===== src/design/pts_pkg.sv =====
// ----------------------------------------------------------------------------
// Periodic priority task scheduler package
// Shared widths, codes, state encoding and the result record.
// ----------------------------------------------------------------------------
package pts_pkg;

	localparam int NUM_TASKS_DEF   = 8;
	localparam int PERIOD_BITS_DEF = 16;

	localparam int PRIO_W      = 8;
	localparam int IN_PERIOD_W = 16;
	localparam int TASK_OUT_W  = 3;
	localparam int TICK_W      = 32;

	localparam logic [PRIO_W-1:0] NO_PRIORITY = 8'hFF;

	typedef enum logic [1:0] {
		MODE_SUSPENDED = 2'd0,
		MODE_READY     = 2'd1
	} mode_t;

	typedef enum logic [1:0] {
		OP_TICK      = 2'd0,
		OP_CREATE    = 2'd1,
		OP_ACTIVATE  = 2'd2,
		OP_TERMINATE = 2'd3
	} op_t;

	typedef enum logic [2:0] {
		ST_IDLE,
		ST_CREATE,
		ST_READ,
		ST_MODIFY,
		ST_SCAN,
		ST_FIX_OLD,
		ST_FIX_NEW,
		ST_DONE
	} state_t;

	typedef struct packed {
		logic                  status;
		logic                  disp_valid;
		logic [TASK_OUT_W-1:0] disp_task;
		logic                  cur_valid;
		logic [TASK_OUT_W-1:0] cur_task;
		logic [TICK_W-1:0]     tick_count;
	} result_t;

endpackage


===== src/design/pts_ram.sv =====
// ----------------------------------------------------------------------------
// Generic RAM
// One write port and one read port, read data registered.
// ----------------------------------------------------------------------------
module pts_ram #(
	parameter int WIDTH = 8,
	parameter int DEPTH = 8
) (
	input  logic                     clk,
	input  logic                     we,
	input  logic [$clog2(DEPTH)-1:0] waddr,
	input  logic [WIDTH-1:0]         wdata,
	input  logic [$clog2(DEPTH)-1:0] raddr,
	output logic [WIDTH-1:0]         rdata
);

	logic [WIDTH-1:0] mem_q [DEPTH];
	logic [WIDTH-1:0] rdata_q;

	always_ff @(posedge clk) begin
		if (we) begin
			mem_q[waddr] <= wdata;
		end
		rdata_q <= mem_q[raddr];
	end

	assign rdata = rdata_q;

endmodule


===== src/design/pts_ctrl.sv =====
// ----------------------------------------------------------------------------
// Scheduler sequencer
// Decodes requests, walks the task table in RAM one entry per cycle on a
// tick, tracks the best ready task and writes back the mode changes.
// ----------------------------------------------------------------------------
module pts_ctrl #(
	parameter int NUM_TASKS   = pts_pkg::NUM_TASKS_DEF,
	parameter int PERIOD_BITS = pts_pkg::PERIOD_BITS_DEF
) (
	input  logic                                       clk,
	input  logic                                       arst_n,
	input  logic                                       start,
	input  logic [1:0]                                 operation,
	input  logic [7:0]                                 task_index,
	input  logic [pts_pkg::PRIO_W-1:0]                 task_priority,
	input  logic [pts_pkg::IN_PERIOD_W-1:0]            task_period,
	input  logic                                       cfg_running,
	output logic                                       busy,
	output logic                                       done,
	output pts_pkg::result_t                           result,
	output logic                                       ram_we,
	output logic [$clog2(NUM_TASKS)-1:0]               ram_waddr,
	output logic [pts_pkg::PRIO_W+2*PERIOD_BITS+1:0]   ram_wdata,
	output logic [$clog2(NUM_TASKS)-1:0]               ram_raddr,
	input  logic [pts_pkg::PRIO_W+2*PERIOD_BITS+1:0]   ram_rdata
);

	import pts_pkg::*;

	localparam int IDX_W = $clog2(NUM_TASKS);

	typedef struct packed {
		logic [PRIO_W-1:0]      prio;
		logic [PERIOD_BITS-1:0] period;
		logic [PERIOD_BITS-1:0] timer;
		mode_t                  mode;
	} entry_t;

	function automatic logic [TASK_OUT_W-1:0] out_idx(input logic [IDX_W-1:0] idx);
		logic [IDX_W+TASK_OUT_W-1:0] wide;
		wide = {{TASK_OUT_W{1'b0}}, idx};
		return wide[TASK_OUT_W-1:0];
	endfunction

	function automatic mode_t idle_mode(input logic [PERIOD_BITS-1:0] period);
		return (period != '0) ? MODE_SUSPENDED : MODE_READY;
	endfunction

	state_t state_q, state_d;

	op_t                    op_q;
	logic [IDX_W-1:0]       idx_q;
	logic [PRIO_W-1:0]      prio_q;
	logic [PERIOD_BITS-1:0] period_q;
	logic [NUM_TASKS-1:0]   created_q;
	logic                   run_present_q;
	logic [IDX_W-1:0]       run_idx_q;
	logic [TICK_W-1:0]      tick_q;
	logic                   status_q;
	logic                   disp_valid_q;
	logic [IDX_W-1:0]       disp_task_q;
	logic [IDX_W:0]         rd_idx_q;
	logic                   proc_valid_s1;
	logic [IDX_W-1:0]       proc_idx_s1;
	logic                   found_q;
	logic [IDX_W-1:0]       best_idx_q;
	logic [PRIO_W-1:0]      best_prio_q;
	entry_t                 best_word_q;
	entry_t                 run_word_q;

	logic                          accept;
	logic                          acc_status;
	logic                          idx_ok;
	logic [IDX_W-1:0]              in_idx;
	logic [PERIOD_BITS+IN_PERIOD_W-1:0] period_wide;
	logic [PERIOD_BITS-1:0]        period_in;
	logic                          scan_end;
	logic                          beat;
	logic                          cand;
	entry_t                        ent_rd;
	entry_t                        ent_upd;
	entry_t                        wr_word;

	assign idx_ok      = task_index < 8'(NUM_TASKS);
	assign in_idx      = task_index[IDX_W-1:0];
	assign period_wide = {{PERIOD_BITS{1'b0}}, task_period};
	assign period_in   = period_wide[PERIOD_BITS-1:0];
	assign scan_end    = rd_idx_q == (IDX_W+1)'(NUM_TASKS);
	assign beat        = found_q && run_present_q && (best_prio_q < run_word_q.prio);

	// Per-entry tick update of the word just read.
	always_comb begin
		ent_rd  = entry_t'(ram_rdata);
		ent_upd = ent_rd;
		if (created_q[proc_idx_s1] && ent_rd.period != '0) begin
			if (ent_rd.timer == '0) begin
				if (ent_rd.mode == MODE_SUSPENDED) begin
					ent_upd.mode = MODE_READY;
				end
				ent_upd.timer = ent_rd.period;
			end else begin
				ent_upd.timer = ent_rd.timer - PERIOD_BITS'(1);
			end
		end
		cand = proc_valid_s1 && created_q[proc_idx_s1] && (ent_upd.mode == MODE_READY) &&
			(ent_upd.prio < best_prio_q);
	end

	always_ff @(posedge clk or negedge arst_n) begin
		if (!arst_n) begin
			state_q <= ST_IDLE;
		end else begin
			state_q <= state_d;
		end
	end

	always_comb begin
		state_d    = state_q;
		accept     = 1'b0;
		acc_status = 1'b0;
		ram_we     = 1'b0;
		ram_waddr  = idx_q;
		ram_raddr  = idx_q;
		wr_word    = ent_upd;
		case (state_q)
			ST_IDLE: begin
				if (start) begin
					accept = 1'b1;
					case (op_t'(operation))
						OP_TICK: begin
							state_d = cfg_running ? ST_SCAN : ST_DONE;
						end
						OP_CREATE: begin
							acc_status = !(idx_ok && !created_q[in_idx]);
							state_d    = acc_status ? ST_DONE : ST_CREATE;
						end
						OP_ACTIVATE: begin
							acc_status = !(idx_ok && created_q[in_idx]);
							state_d    = acc_status ? ST_DONE : ST_READ;
						end
						OP_TERMINATE: begin
							state_d = run_present_q ? ST_READ : ST_DONE;
						end
						default: begin
							state_d = ST_DONE;
						end
					endcase
				end
			end
			ST_CREATE: begin
				ram_we  = 1'b1;
				wr_word = '{prio: prio_q, period: period_q, timer: period_q,
					mode: MODE_SUSPENDED};
				state_d = ST_DONE;
			end
			ST_READ: begin
				state_d = ST_MODIFY;
			end
			ST_MODIFY: begin
				ram_we       = 1'b1;
				wr_word      = ent_rd;
				wr_word.mode = (op_q == OP_ACTIVATE) ? MODE_READY : MODE_SUSPENDED;
				state_d      = ST_DONE;
			end
			ST_SCAN: begin
				ram_raddr = rd_idx_q[IDX_W-1:0];
				ram_waddr = proc_idx_s1;
				ram_we    = proc_valid_s1 && created_q[proc_idx_s1];
				if (scan_end && proc_valid_s1) begin
					state_d = ST_FIX_OLD;
				end
			end
			ST_FIX_OLD: begin
				ram_waddr = run_idx_q;
				wr_word   = run_word_q;
				if (beat) begin
					ram_we       = 1'b1;
					wr_word.mode = MODE_READY;
				end else if (!found_q && run_present_q) begin
					ram_we       = 1'b1;
					wr_word.mode = idle_mode(run_word_q.period);
				end
				state_d = found_q ? ST_FIX_NEW : ST_DONE;
			end
			ST_FIX_NEW: begin
				ram_we       = 1'b1;
				ram_waddr    = best_idx_q;
				wr_word      = best_word_q;
				wr_word.mode = idle_mode(best_word_q.period);
				state_d      = ST_DONE;
			end
			ST_DONE: begin
				state_d = ST_IDLE;
			end
			default: begin
				state_d = ST_IDLE;
			end
		endcase
	end

	assign ram_wdata = wr_word;
	assign busy      = state_q != ST_IDLE;
	assign done      = state_q == ST_DONE;

	// Control state: table occupancy, current task, tick count, scan pointer.
	always_ff @(posedge clk or negedge arst_n) begin
		if (!arst_n) begin
			created_q     <= '0;
			run_present_q <= 1'b0;
			run_idx_q     <= '0;
			tick_q        <= '0;
			rd_idx_q      <= '0;
			proc_valid_s1 <= 1'b0;
			found_q       <= 1'b0;
			status_q      <= 1'b0;
			disp_valid_q  <= 1'b0;
			disp_task_q   <= '0;
		end else begin
			if (accept) begin
				status_q      <= acc_status;
				disp_valid_q  <= 1'b0;
				disp_task_q   <= '0;
				rd_idx_q      <= '0;
				proc_valid_s1 <= 1'b0;
				found_q       <= 1'b0;
				if (op_t'(operation) == OP_TICK && cfg_running) begin
					tick_q <= tick_q + TICK_W'(1);
				end
			end
			if (state_q == ST_SCAN) begin
				if (!scan_end) begin
					rd_idx_q      <= rd_idx_q + (IDX_W+1)'(1);
					proc_valid_s1 <= 1'b1;
				end else begin
					proc_valid_s1 <= 1'b0;
				end
				if (cand) begin
					found_q <= 1'b1;
				end
			end
			if (state_q == ST_CREATE) begin
				created_q[idx_q] <= 1'b1;
			end
			if (state_q == ST_MODIFY && op_q == OP_TERMINATE) begin
				run_present_q <= 1'b0;
				run_idx_q     <= '0;
			end
			if (state_q == ST_FIX_OLD) begin
				disp_valid_q <= found_q || run_present_q;
				disp_task_q  <= found_q ? best_idx_q : run_idx_q;
			end
			if (state_q == ST_FIX_NEW) begin
				run_present_q <= 1'b1;
				run_idx_q     <= best_idx_q;
			end
		end
	end

	// Request payload and scan datapath.
	always_ff @(posedge clk) begin
		if (accept) begin
			op_q        <= op_t'(operation);
			idx_q       <= (op_t'(operation) == OP_TERMINATE) ? run_idx_q : in_idx;
			prio_q      <= task_priority;
			period_q    <= period_in;
			best_prio_q <= NO_PRIORITY;
		end
		if (state_q == ST_SCAN) begin
			proc_idx_s1 <= rd_idx_q[IDX_W-1:0];
			if (cand) begin
				best_idx_q  <= proc_idx_s1;
				best_prio_q <= ent_upd.prio;
				best_word_q <= ent_upd;
			end
			if (proc_valid_s1 && proc_idx_s1 == run_idx_q) begin
				run_word_q <= ent_upd;
			end
		end
	end

	assign result = '{
		status:     status_q,
		disp_valid: disp_valid_q,
		disp_task:  out_idx(disp_task_q),
		cur_valid:  run_present_q,
		cur_task:   run_present_q ? out_idx(run_idx_q) : '0,
		tick_count: tick_q
	};

endmodule


===== src/design/periodic_priority_task_scheduler_unit.sv =====
// ----------------------------------------------------------------------------
// Periodic priority task scheduler
// Fixed-priority scheduler over a task table held in RAM.
// ----------------------------------------------------------------------------
//
//   Channel   Handshake                 Payload
//   --------  ------------------------  ----------------------------------------
//   request   start / busy              operation, task_index, task_priority,
//                                       task_period
//   result    done (one-cycle strobe)   status, dispatched_valid, dispatched_task,
//                                       current_valid, current_task, tick_count
//   config    cfg_valid / cfg_ready     cfg_data (scheduler running)
//
// A request is taken when start is high and busy is low; busy then stays high
// until the cycle after the done strobe.
// A create passes through a write state before done; an activate, or a terminate
// with a current task, through a read and a modify state; a rejected request or
// a tick while stopped goes straight to done. A running tick walks the task
// table through the single RAM read port, one entry per cycle, and then writes
// back up to two mode changes. Reset clears the table occupancy flags, the
// current task record and the tick counter at once; the table RAM itself needs
// no clearing. Results cannot be held off by the receiver; done is high for a
// single cycle, and the result fields then hold until the next request is taken.
module periodic_priority_task_scheduler_unit #(
	parameter int NUM_TASKS   = pts_pkg::NUM_TASKS_DEF,
	parameter int PERIOD_BITS = pts_pkg::PERIOD_BITS_DEF
) (
	input  logic                               clk,
	input  logic                               arst_n,
	input  logic                               start,
	output logic                               busy,
	input  logic [1:0]                         operation,
	input  logic [7:0]                         task_index,
	input  logic [pts_pkg::PRIO_W-1:0]         task_priority,
	input  logic [pts_pkg::IN_PERIOD_W-1:0]    task_period,
	input  logic                               cfg_valid,
	output logic                               cfg_ready,
	input  logic                               cfg_data,
	output logic                               done,
	output logic                               status,
	output logic                               dispatched_valid,
	output logic [pts_pkg::TASK_OUT_W-1:0]     dispatched_task,
	output logic                               current_valid,
	output logic [pts_pkg::TASK_OUT_W-1:0]     current_task,
	output logic [pts_pkg::TICK_W-1:0]         tick_count
);

	import pts_pkg::*;

	localparam int IDX_W   = $clog2(NUM_TASKS);
	localparam int ENTRY_W = PRIO_W + 2 * PERIOD_BITS + 2;

	// The running flag is the only configuration register. Writes are always
	// taken; the user changes it only while no request is in flight.
	logic cfg_running_q;

	assign cfg_ready = 1'b1;

	always_ff @(posedge clk or negedge arst_n) begin
		if (!arst_n) begin
			cfg_running_q <= 1'b0;
		end else if (cfg_valid && cfg_ready) begin
			cfg_running_q <= cfg_data;
		end
	end

	// Task table: priority, period, timer and mode of every task in one word.
	logic               ram_we;
	logic [IDX_W-1:0]   ram_waddr;
	logic [IDX_W-1:0]   ram_raddr;
	logic [ENTRY_W-1:0] ram_wdata;
	logic [ENTRY_W-1:0] ram_rdata;
	result_t            result;

	pts_ram #(
		.WIDTH (ENTRY_W),
		.DEPTH (NUM_TASKS)
	) u_table (
		.clk   (clk),
		.we    (ram_we),
		.waddr (ram_waddr),
		.wdata (ram_wdata),
		.raddr (ram_raddr),
		.rdata (ram_rdata)
	);

	// The sequencer owns all read-modify-write traffic to the table. Every
	// access of a request completes before the next request is taken, so a
	// read never races a pending write to the same entry.
	pts_ctrl #(
		.NUM_TASKS   (NUM_TASKS),
		.PERIOD_BITS (PERIOD_BITS)
	) u_ctrl (
		.clk           (clk),
		.arst_n        (arst_n),
		.start         (start),
		.operation     (operation),
		.task_index    (task_index),
		.task_priority (task_priority),
		.task_period   (task_period),
		.cfg_running   (cfg_running_q),
		.busy          (busy),
		.done          (done),
		.result        (result),
		.ram_we        (ram_we),
		.ram_waddr     (ram_waddr),
		.ram_wdata     (ram_wdata),
		.ram_raddr     (ram_raddr),
		.ram_rdata     (ram_rdata)
	);

	// Result fields come straight from registers inside the sequencer.
	assign status           = result.status;
	assign dispatched_valid = result.disp_valid;
	assign dispatched_task  = result.disp_task;
	assign current_valid    = result.cur_valid;
	assign current_task     = result.cur_task;
	assign tick_count       = result.tick_count;

endmodule


===== config.mk =====
export PLATFORM = sky130hd
export DESIGN_NAME = periodic_priority_task_scheduler_unit
export DESIGN_NICKNAME = d
export VERILOG_FILES = /design/src/design/pts_pkg.sv /design/src/design/pts_ram.sv /design/src/design/pts_ctrl.sv /design/src/design/periodic_priority_task_scheduler_unit.sv
export SDC_FILE = /design/constraint.sdc
export NUM_CORES = 1
export LEC_CHECK = 0
export BUFFER_PORTS_ARGS = -buffer_cell sky130_fd_sc_hd__buf_2
export CELL_PAD_IN_SITES_DETAIL_PLACEMENT = 0
export CELL_PAD_IN_SITES_GLOBAL_PLACEMENT = 2
export CORE_MARGIN = 2
export CORE_UTILIZATION = 50
export DETAILED_ROUTE_END_ITERATION = 8
export PLACE_DENSITY = 0.95
export REMOVE_ABC_BUFFERS = 1
export SYNTH_ARGS = -nofsm -noshare
export SYNTH_HDL_FRONTEND = slang
export SYNTH_SLANG_ARGS = --single-unit

===== constraint.sdc =====
create_clock -name clk -period 11.4 [get_ports clk]
set_input_delay 2.28 -clock clk [delete_from_list [all_inputs] [get_ports clk]]
set_output_delay 2.28 -clock clk [all_outputs]
set_load 0.05 [all_outputs]

==> flow_summary.yaml, run 1 <==
logic_synthesis:
  synth_fa_ha_area_share_pct: 1.289
  synth_xor_area_share_pct: 1.391
  synthTopCellsByArea: "edfxtp_1 (58%), mux4_2 (8.5%), dfrtp_1 (6.3%)"
  synth_edf_count: 453
  synth_top_family_by_area: "multiplexers"
  seq_area_frac_synth_pct: 69.03
  synth_area_leader_cell: "edfxtp_1"
  ys.warnings.count: 0
  synth_cells: 1461
  synth-simple-area-share_pct: 6.773
  async_flop_share_pct: 10.50
  synthDominantCellAreaShare_pct: 58.40
  synth-compound-area-share_pct: 7.558
  synth_area_per_cell_um2: 15.94
  synth_cell_type_count: 81
  synth_area_mm2: 0.02329
  synthMuxAreaShare_pct: 11.86
  ys.flop_type: "edfxtp_1"
  ys_ff_latch: 562
die:
  die_w_um: 219.8
  die_y_um: 219.8
  dieArea_mm2: 0.04833
  ioPinCount: 83
  core-area_mm2: 0.04626
  initial_core_util_pct: 50.35
  rows: 79
critical_path:
  cp_max_fo: 61
  critPathKind: "register to output port"
  required_ns: 9.12
  arrival_ns: 2.72
  critical-path-top-delay-family: "buffers and inverters"
  critPathBufInv: 2
  start_kind: "register"
  r2r_start: "u_ctrl.state_q[1]"
  r2r-end: "u_table.rdata[5]"
  reg2reg_slack_ns: 6.79
  crit_chain: "buf_4 > and3_1 > buf_2"
  max_stage_delay_ns: 0.73
  slowest_stage: "dfrtp_2"
  cp-end-kind: "output port"
  rr_worst_depth: 10
clocking:
  postCtsSetupBuffers: 0
  cts_buffers: 56
  cts-htree-levels: 2
  clock_latency_ns: 0.62
  cts_sinks: 562
  cts-root-buf: "clkbuf_16"
  ctsLongestPathBuffers: 3
  cts_resized: 0
  cts_hold_buffers: 0
  clk_pin_slew_ns: 0.07
  cts_tree: "built"
sta:
  post-route-min-period_ns: 4.995
  hold_viol: 0
  tightestPinTransition_ns: 1.235
  hold_ws_ns: 0.4679
  rsz0062_at_grt: "false"
  report.final.slew_viol_count: 0
  fin_setup_tns_ns: 0
  layout_setup_ws_ns: 6.405
  max_freq_mhz: 200.2
  fin_crit_sh_pct: 43.82
  setup_viol: 0
  slew_headroom_pct: 16.77
  fin_skew_ns: 0.02615
min_path:
  hp-class: "register to register"
  worstHoldStart: "u_ctrl.tick_q[31]"
  min_path_cells: 1
  min_to: "u_ctrl.tick_q[31]"
place:
  place_area_mm2: 0.02438
  place_ws_ns: 6.693
  dp.cells: 2097
  numPortBuffers: 81
  place_congestion: 0.8453
  dp.final_hpwl_um: 30450
power:
  ir_worst_vdd_v: 0.0001619
  p_leak_nw: 9.252
  p_total_mw: 7.458
  power_per_cell_area_mw_per_mm2: 283.9
route:
  post_drt_wl_per_cell_um: 23.57
  vias: 13332
  firstDrtPassIters: 6
  wl_um: 51880
  drtAntennaViolNets: 0
  drc: 0
  drt-initial-drc-count: 1332
  via_per_inst: 6.057
final_layout:
  synthToLayoutAreaGrowth_pct: 12.77
  drive_above_1_share_pct: 23.15
  n_antenna_cell: 0
  finalNetCount: 1611
  fin_cells: 2201
  final_core_util_pct: 56.79
  postLayoutCellArea_mm2: 0.02627
global_route:
  grt_max_degree: 87
  grt-ovfl-total: 0
  grt_pass1_wl_um: 78970
  grtUsageTotal_pct: 21.70
  grt_antenna_before_repair: 0
  first_global_vias: 13261
run_status:
  status: "completed"
flow_run:
  drv_cap: 0
-- layer usage --
| metal | GRT usage [%] | part of all wire (%) |
|---|---|---|
| met5 | 0 | 0 |
| met4 | 6.801 | 2.6 |
| met3 | 3.727 | 6.3 |
| met2 | 34.97 | 48 |
| met1 | 30.37 | 43 |
-- final cells by class --
class	count	area, um^2
clock buffers	66	1470
flip-flops and latches	562	16080
repair buffers	103	570.5
well taps	607	759.5
fillers	3537	19990
inverters	34	127.6
clock inverters	38	417.9
multi-input cells	791	6839
-- power breakdown --
part	switching [mW]	internal, mW	total [mW]	leakage (nW)
Clock	0.784	1.09	1.87	0.913
Combinational	1.36	0.724	2.08	3.04
Sequential	0.341	3.17	3.51	5.30
-- cell usage after synthesis (14+ instances only) --
cell	instances
nor4_1	14
o22ai_1	14
mux2_2	48
buf_2	15
nand2b_1	36
a21oi_1	51
mux4_2	88
dfrtp_1	59
nand3_1	22
xor2_1	15
edfxtp_1	453
inv_1	34
clkbuf_1	40
nor2b_1	19
dfxtp_1	50
nand2_1	90
ha_1	24
o21ai_0	80
xnor2_1	22
mux2i_1	21
o211ai_1	25
nor2_1	51
-- layout by cell type, fill, tap and decap left out, drive strengths merged, types with 12 or more instances in the layout --
| cell | count |
|---|---|
| a31oi | 12 |
| xnor2 | 22 |
| o211ai | 25 |
| a21oi | 51 |
| a21o | 13 |
| nand3 | 22 |
| nor2b | 19 |
| mux2 | 50 |
| nand4 | 14 |
| o22ai | 14 |
| nor2 | 53 |
| o21ai | 82 |
| xor2 | 15 |
| dfrtp | 59 |
| clkinv | 26 |
| nor3 | 12 |
| mux4 | 88 |
| nor4 | 16 |
| nand2b | 36 |
| edfxtp | 453 |
| dfxtp | 50 |
| inv | 35 |
| nand2 | 90 |
| ha | 24 |
| buf | 103 |
| clkbuf | 66 |
| mux2i | 21 |
-- how the worst max path moves through the flow --
stage	from	end	slack [ns]	depth (start not counted)
2_1_floorplan	u_ctrl.state_q[2]	u_table.rdata[0]	0.82	6
3_3_place_gp	u_ctrl.state_q[1]	u_table.rdata[12]	6.79	10
3_5_place_dp	u_ctrl.state_q[1]	u_table.rdata[39]	6.69	10
4_1_cts	u_ctrl.state_q[2]	done	6.38	3
5_1_grt	u_ctrl.state_q[2]	busy	6.28	3
6_report	u_ctrl.state_q[2]	done	6.40	3
-- kinds of logic (layout without fill, tap and decap cells) --
logic type / Yosys count / in the layout
flops: 562 / 562
simple gates: 299 / 299
fa+ha+maj: 24 / 24
compound gates: 271 / 271
other cells: 1 / 1
xor+xnor: 37 / 37
mux: 159 / 159
buf+inv: 108 / 241
-- registers in the layout, summed over array words and instances, names as in the netlist, 2 cells and up --
register / cells
u_ctrl.created_q: 8
u_ctrl.tick_q: 32
u_ctrl.state_q: 3
u_ctrl.op_q: 2
u_ctrl.proc_idx_s1: 3
u_ctrl.disp_task_q: 3
u_ctrl.prio_q: 8
u_ctrl.best_prio_q: 8
u_ctrl.period_q: 16
u_ctrl.best_word_q: 40
u_ctrl.rd_idx_q: 4
u_table.rdata: 42
u_ctrl.run_idx_q: 3
u_ctrl.best_idx_q: 3
u_ctrl.idx_q: 3
u_table.mem_q: 336
u_ctrl.run_word_q: 42
-- worst register-to-register path, stage by stage (launching register included) --
cell and delay [ns]:
dfrtp_2 0.38, buf_4 0.37, nor2_1 0.31, nand2_1 0.14
inv_1 0.54, nor2_1 0.16, a21oi_4 0.14, buf_4 0.69
buf_4 0.83, mux4_2 0.66, mux2_2 0.28
Note: power is estimated with default switching activity, not from simulation.
==> inputs of run 2 (changes only) <==
- CORE_UTILIZATION: 50 -> 46
- PLACE_DENSITY: 0.95 -> 0.9
- clock period: 11.4 -> 5.05 ns (I/O delays scaled with it)
==> run 2 against run 1 <==
  * Non-clock buffer count up 6
  * Clock-buffer cell count up 7
  * Die area up 8.5%
  * Design area up 0.85%
  * First-iteration DRC count down 9.0%
  * Global-route usage down 1.6 points
  * Critical path depth up 3
  * Core utilization down 3.9 points
  * Routed wire length up 1.8%
  * Power up 130%
  * Setup slack worse by 5.4 ns
  * Largest cell class unchanged
==> flow_summary.yaml, run 2 (synthesis results as in run 1) <==
die:
  core-area_mm2: 0.05007
  die_y_um: 229.0
  dieArea_mm2: 0.05245
  initial_core_util_pct: 46.52
  die_w_um: 229.0
  ioPinCount: 83
  rows: 82
final_layout:
  fillCellCount: 4092
  seq_area_mm2: 0.01608
  postLayoutCellArea_mm2: 0.02649
  multiInputGateArea_mm2: 0.006839
  largest_reg_flops: 336
  n_antenna_cell: 0
  top_register: "u_table.mem_q"
  final_common_cell: "edfxtp_1"
  synthToLayoutAreaGrowth_pct: 13.73
  most-common-layout-cells: "edfxtp_1 (453), nand2_1 (90), mux4_2 (88)"
  finalNetCount: 1618
  drive_above_1_share_pct: 23.50
power:
  power_per_cell_area_mw_per_mm2: 643.8
  seqPwrFrac_pct: 46.3
  internal-power_mw: 11.38
  swShare_pct: 33.27
  p_total_mw: 17.06
  p_leak_nw: 9.329
  ir_worst_vdd_v: 0.0003352
  clock_power_share_pct: 25.5
  power_switching_mw: 5.674
  share_comb_of_total_power_pct: 28.2
clocking:
  cts-htree-levels: 2
  cts_resized: 0
  cts-root-buf: "clkbuf_16"
  clock_latency_ns: 0.63
  ctsLongestPathBuffers: 3
  cts_tree: "built"
  postCtsSetupBuffers: 0
  cts_hold_buffers: 0
  clk_pin_slew_ns: 0.06
  cts_buffers: 57
  cts_sinks: 562
min_path:
  hp-class: "register to register"
sta:
  hold_viol: 0
  tightestPinTransition_ns: 1.029
  max_freq_mhz: 250.3
  fin_setup_tns_ns: 0
  slew_headroom_pct: 30.70
  layout_setup_ws_ns: 1.055
  setup_viol: 0
  fin_crit_sh_pct: 79.12
  fin_skew_ns: 0.02613
  post-route-min-period_ns: 3.995
  report.final.slew_viol_count: 0
  rsz0062_at_grt: "false"
flow_run:
  drv_cap: 0
critical_path:
  critPathKind: "register to register"
  start_kind: "register"
  slowest_stage: "dfrtp_2"
  crit_chain: "nand2_1 > a2111oi_0 > buf_4 > o21bai_1 > nor2_4 > buf_4"
  max_stage_delay_ns: 0.87
  arrival_ns: 4.26
  cp_max_fo: 36
  critical_path.most_common_cell: "buf_4"
  cp-end-kind: "register"
  required_ns: 5.32
place:
  numPortBuffers: 81
  dp.final_hpwl_um: 32830
  place_congestion: 0.8306
  place_area_mm2: 0.02454
  place_ws_ns: 1.025
global_route:
  first_global_vias: 13559
  grt-ovfl-total: 0
  grtUsageTotal_pct: 20.09
  grt_pass1_wl_um: 80760
  grt_antenna_before_repair: 0
  grt_max_degree: 85
route:
  via_per_inst: 5.809
  drtAntennaViolNets: 0
  drc: 0
  drt-initial-drc-count: 1212
  post_drt_wl_per_cell_um: 23.20
  wl_um: 52800
  firstDrtPassIters: 5
  vias: 13221
run_status:
  status: "completed"
run 2: cell types whose count changed in the layout (fill, tap and decap cells not counted), sizes merged:
cell / before / now
bufinv: 7 / 8
clkbuf: 66 / 73
inv: 35 / 34
buf: 103 / 109
clkinv: 26 / 23
run 2: per-layer routing:
metal | wire (um) | part of all wire [%] | track usage (%) | vias to the layer above
met2 | 25400 | 48 | 32.75 | 436
met4 | 1468 | 2.8 | 6.778 | 0
met5 | 0 | 0 | 0 | -
met3 | 3014 | 5.7 | 3.337 | 101
met1 | 22920 | 43 | 27.64 | 6765
li1 | - | - | - | 5919
run 2: cell type report:
class	count	share of cell area, %
multi-input cells	791	25.82
inverters	34	0.4817
clock buffers	73	5.805
well taps	672	3.174
flip-flops and latches	562	60.71
clock inverters	35	1.544
repair buffers	109	2.465
run 2: worst paths after layout:
| path | cells past startpoint | end | from | slack [ns] |
|---|---|---|---|---|
| worst max-delay path | 6 | u_table.mem_q[4][11] | u_ctrl.state_q[2] | 1.05 |
| worst min-delay path | 1 | u_ctrl.tick_q[31] | u_ctrl.tick_q[31] | 0.46 |
| worst max register to register | 6 | u_table.mem_q[4][11] | u_ctrl.state_q[2] | 1.05 |
| worst min register to register | 1 | u_ctrl.tick_q[31] | u_ctrl.tick_q[31] | 0.46 |
| max in group asynchronous | 2 | u_ctrl.state_q[2] | arst_n | 3.97 |
| min in group asynchronous | 2 | u_ctrl.created_q[5] | arst_n | 0.54 |
run 2: power by group through the flow:
stage | clock (mW) | sequential (mW) | combinational (mW)
after global placement | 0 | 7.92 | 4.65
after floorplan | 0 | 7.88 | 3.18
after global routing | 4.59 | 8.01 | 5.25
after detailed placement | 0 | 7.98 | 4.82
after CTS | 4.43 | 7.90 | 4.84
final | 4.35 | 7.90 | 4.81
run 2: through the flow:
stage | cells | utilization (%) | hold slack, ns
2_1_floorplan | 1387 | - | 0.4387
3_3_place_gp | 2168 | 49.02 | 0.4522
3_5_place_dp | 2168 | 49.02 | 0.4537
4_1_cts | 2276 | 52.91 | 0.4661
5_1_grt | 2276 | 52.91 | 0.4827
6_report | 2276 | 52.91 | 0.4610
run 2: worst max-delay path: cells and delay by family (launching register included):
| family | cells | cell delay (ns) |
|---|---|---|
| AND/OR/NAND/NOR | 2 | 1.08 |
| AO/OA/AOI/OAI | 2 | 0.92 |
| flip-flops | 1 | 0.87 |
| buffers and inverters | 2 | 0.73 |
==> inputs of run 3 (changes only) <==
- clock period: 5.05 -> 3.9 ns (I/O delays scaled with it)
==> run 3 against run 2 <==
  * First-iteration DRC count is 7.2% lower
  * Clock skew is 0.0017 ns higher
  * Via count fell by 0.57%
  * Sequential share of layout area about the same
  * Clock-buffer cell count increased by 1
  * Critical path depth fell by 2
  * Setup slack lost 0.49 ns
  * Global-route usage hardly changed
  * Clock power grew 19%
  * Combinational power is 32% higher
  * Non-clock buffer count rose by 13
  * Die area stayed put
==> flow_summary.yaml, run 3 (synthesis results as in run 1) <==
run_status:
  status: "completed"
global_route:
  grt-ovfl-total: 0
  grt_pass1_wl_um: 80650
  first_global_vias: 13391
  grt_antenna_before_repair: 0
  grtUsageTotal_pct: 20.10
  grt_max_degree: 85
critical_path:
  cp-end-kind: "output port"
  critPathLaunch: "u_ctrl.state_q[0]"
  crit_chain: "buf_4 > buf_4 > and3_1 > buf_2"
  rr_worst_depth: 10
  reg2reg_slack_ns: 0.60
  r2r_start: "u_ctrl.run_word_q[39]"
  slowest_stage: "buf_4"
  arrival_ns: 2.56
  critical_path.most_common_cell: "buf_4"
  cp_max_fo: 59
  required_ns: 3.12
  start_kind: "register"
  critPathKind: "register to output port"
  max_stage_delay_ns: 0.59
  r2r-end: "u_table.mem_q[2][24]"
die:
  dieArea_mm2: 0.05245
  core-area_mm2: 0.05007
  ioPinCount: 83
  die_w_um: 229.0
  initial_core_util_pct: 46.52
  die_y_um: 229.0
  rows: 82
final_layout:
  top_register: "u_table.mem_q"
  postLayoutCellArea_mm2: 0.02650
  most-common-layout-cells: "edfxtp_1 (453), nand2_1 (90), mux4_2 (88)"
  n_antenna_cell: 0
  drive_above_1_share_pct: 24.10
  fillCellCount: 4074
  largest_reg_flops: 336
  finalNetCount: 1630
  fin_cells: 2286
  final_common_cell: "edfxtp_1"
  final_core_util_pct: 52.92
  synthToLayoutAreaGrowth_pct: 13.75
sta:
  layout_setup_ws_ns: 0.5610
  post-route-min-period_ns: 3.339
  setup_viol: 0
  fin_setup_tns_ns: 0
  tightestPinTransition_ns: 0.9910
  hold_viol: 0
  fin_crit_sh_pct: 85.61
  report.final.slew_viol_count: 0
  rsz0062_at_grt: "false"
  max_freq_mhz: 299.5
  fin_skew_ns: 0.02779
  slew_headroom_pct: 33.24
  hold_ws_ns: 0.2733
route:
  via_per_inst: 5.751
  drc: 0
  vias: 13146
  post_drt_wl_per_cell_um: 22.77
  drt-initial-drc-count: 1125
  firstDrtPassIters: 5
  wl_um: 52040
  drtAntennaViolNets: 0
clocking:
  cts_sinks: 562
  clk_pin_slew_ns: 0.06
  cts-htree-levels: 2
  cts-root-buf: "clkbuf_16"
  ctsLongestPathBuffers: 3
  clock_latency_ns: 0.63
  postCtsSetupBuffers: 0
  cts_tree: "built"
  cts_buffers: 56
  cts_resized: 0
  cts_hold_buffers: 0
power:
  power_per_cell_area_mw_per_mm2: 819.2
  ir_worst_vdd_v: 0.0004737
  p_leak_nw: 9.335
  share_comb_of_total_power_pct: 29.2
  seqPwrFrac_pct: 46.9
  clock_power_share_pct: 23.9
  swShare_pct: 33.69
  internal-power_mw: 14.39
  power_switching_mw: 7.312
  p_total_mw: 21.71
place:
  numPortBuffers: 81
  place_ws_ns: 0.6098
  place_congestion: 0.8146
  dp.final_hpwl_um: 32540
  place_area_mm2: 0.02471
  dp.cells: 2181
min_path:
  hp-class: "primary input to async pin"
flow_run:
  drv_cap: 0
[run 3: changes by cell type in the layout (fill, tap and decap cells not counted), sizes merged]
cell      before  now
buf          109  122
bufinv         8    2
inv           34   36
clkbuf        73   74
clkinv        23   22
clkinvlp       4    5
[run 3: critical path: cells and delay by family, from the launching register on]
| family | cells | cell delay, ns |
|---|---|---|
| DFF | 1 | 0.36 |
| buffers and inverters | 3 | 1.20 |
| and+or+nand+nor | 1 | 0.39 |
[run 3: per-layer routing]
layer / routed length (um) / track usage (%)
met5: 0 / 0
met4: 967 / 5.195
met3: 3069 / 3.162
met2: 25400 / 32.74
met1: 22610 / 28.45
[run 3: worst max-delay path by stage]
stage / endpoint / cells after the start
2_1_floorplan: u_table.rdata[0] / 6
3_3_place_gp: u_table.mem_q[2][25] / 10
3_5_place_dp: u_table.mem_q[2][14] / 10
4_1_cts: done / 4
5_1_grt: u_table.mem_q[2][24] / 10
6_report: done / 4
[run 3: final cells by class]
| class | instances | area [um^2] | share of cell area (%) |
|---|---|---|---|
| clock buffer | 74 | 1519 | 5.733 |
| clock inverter | 31 | 267.8 | 1.011 |
| inverter | 34 | 127.6 | 0.4817 |
| multi-input combinational | 791 | 6832 | 25.78 |
| sequential | 562 | 16080 | 60.70 |
| tap | 672 | 840.8 | 3.173 |
| timing repair buffer | 122 | 825.8 | 3.117 |
[run 3: power groups by stage]
| stage | sequential, mW | clock, mW | combinational (mW) |
|---|---|---|---|
| 2_1_floorplan | 10.2 | 0 | 4.12 |
| 3_3_place_gp | 10.2 | 0 | 6.14 |
| 3_5_place_dp | 10.3 | 0 | 6.35 |
| 4_1_cts | 10.2 | 5.32 | 6.37 |
| 5_1_grt | 10.3 | 5.53 | 6.94 |
| 6_report | 10.2 | 5.19 | 6.34 |
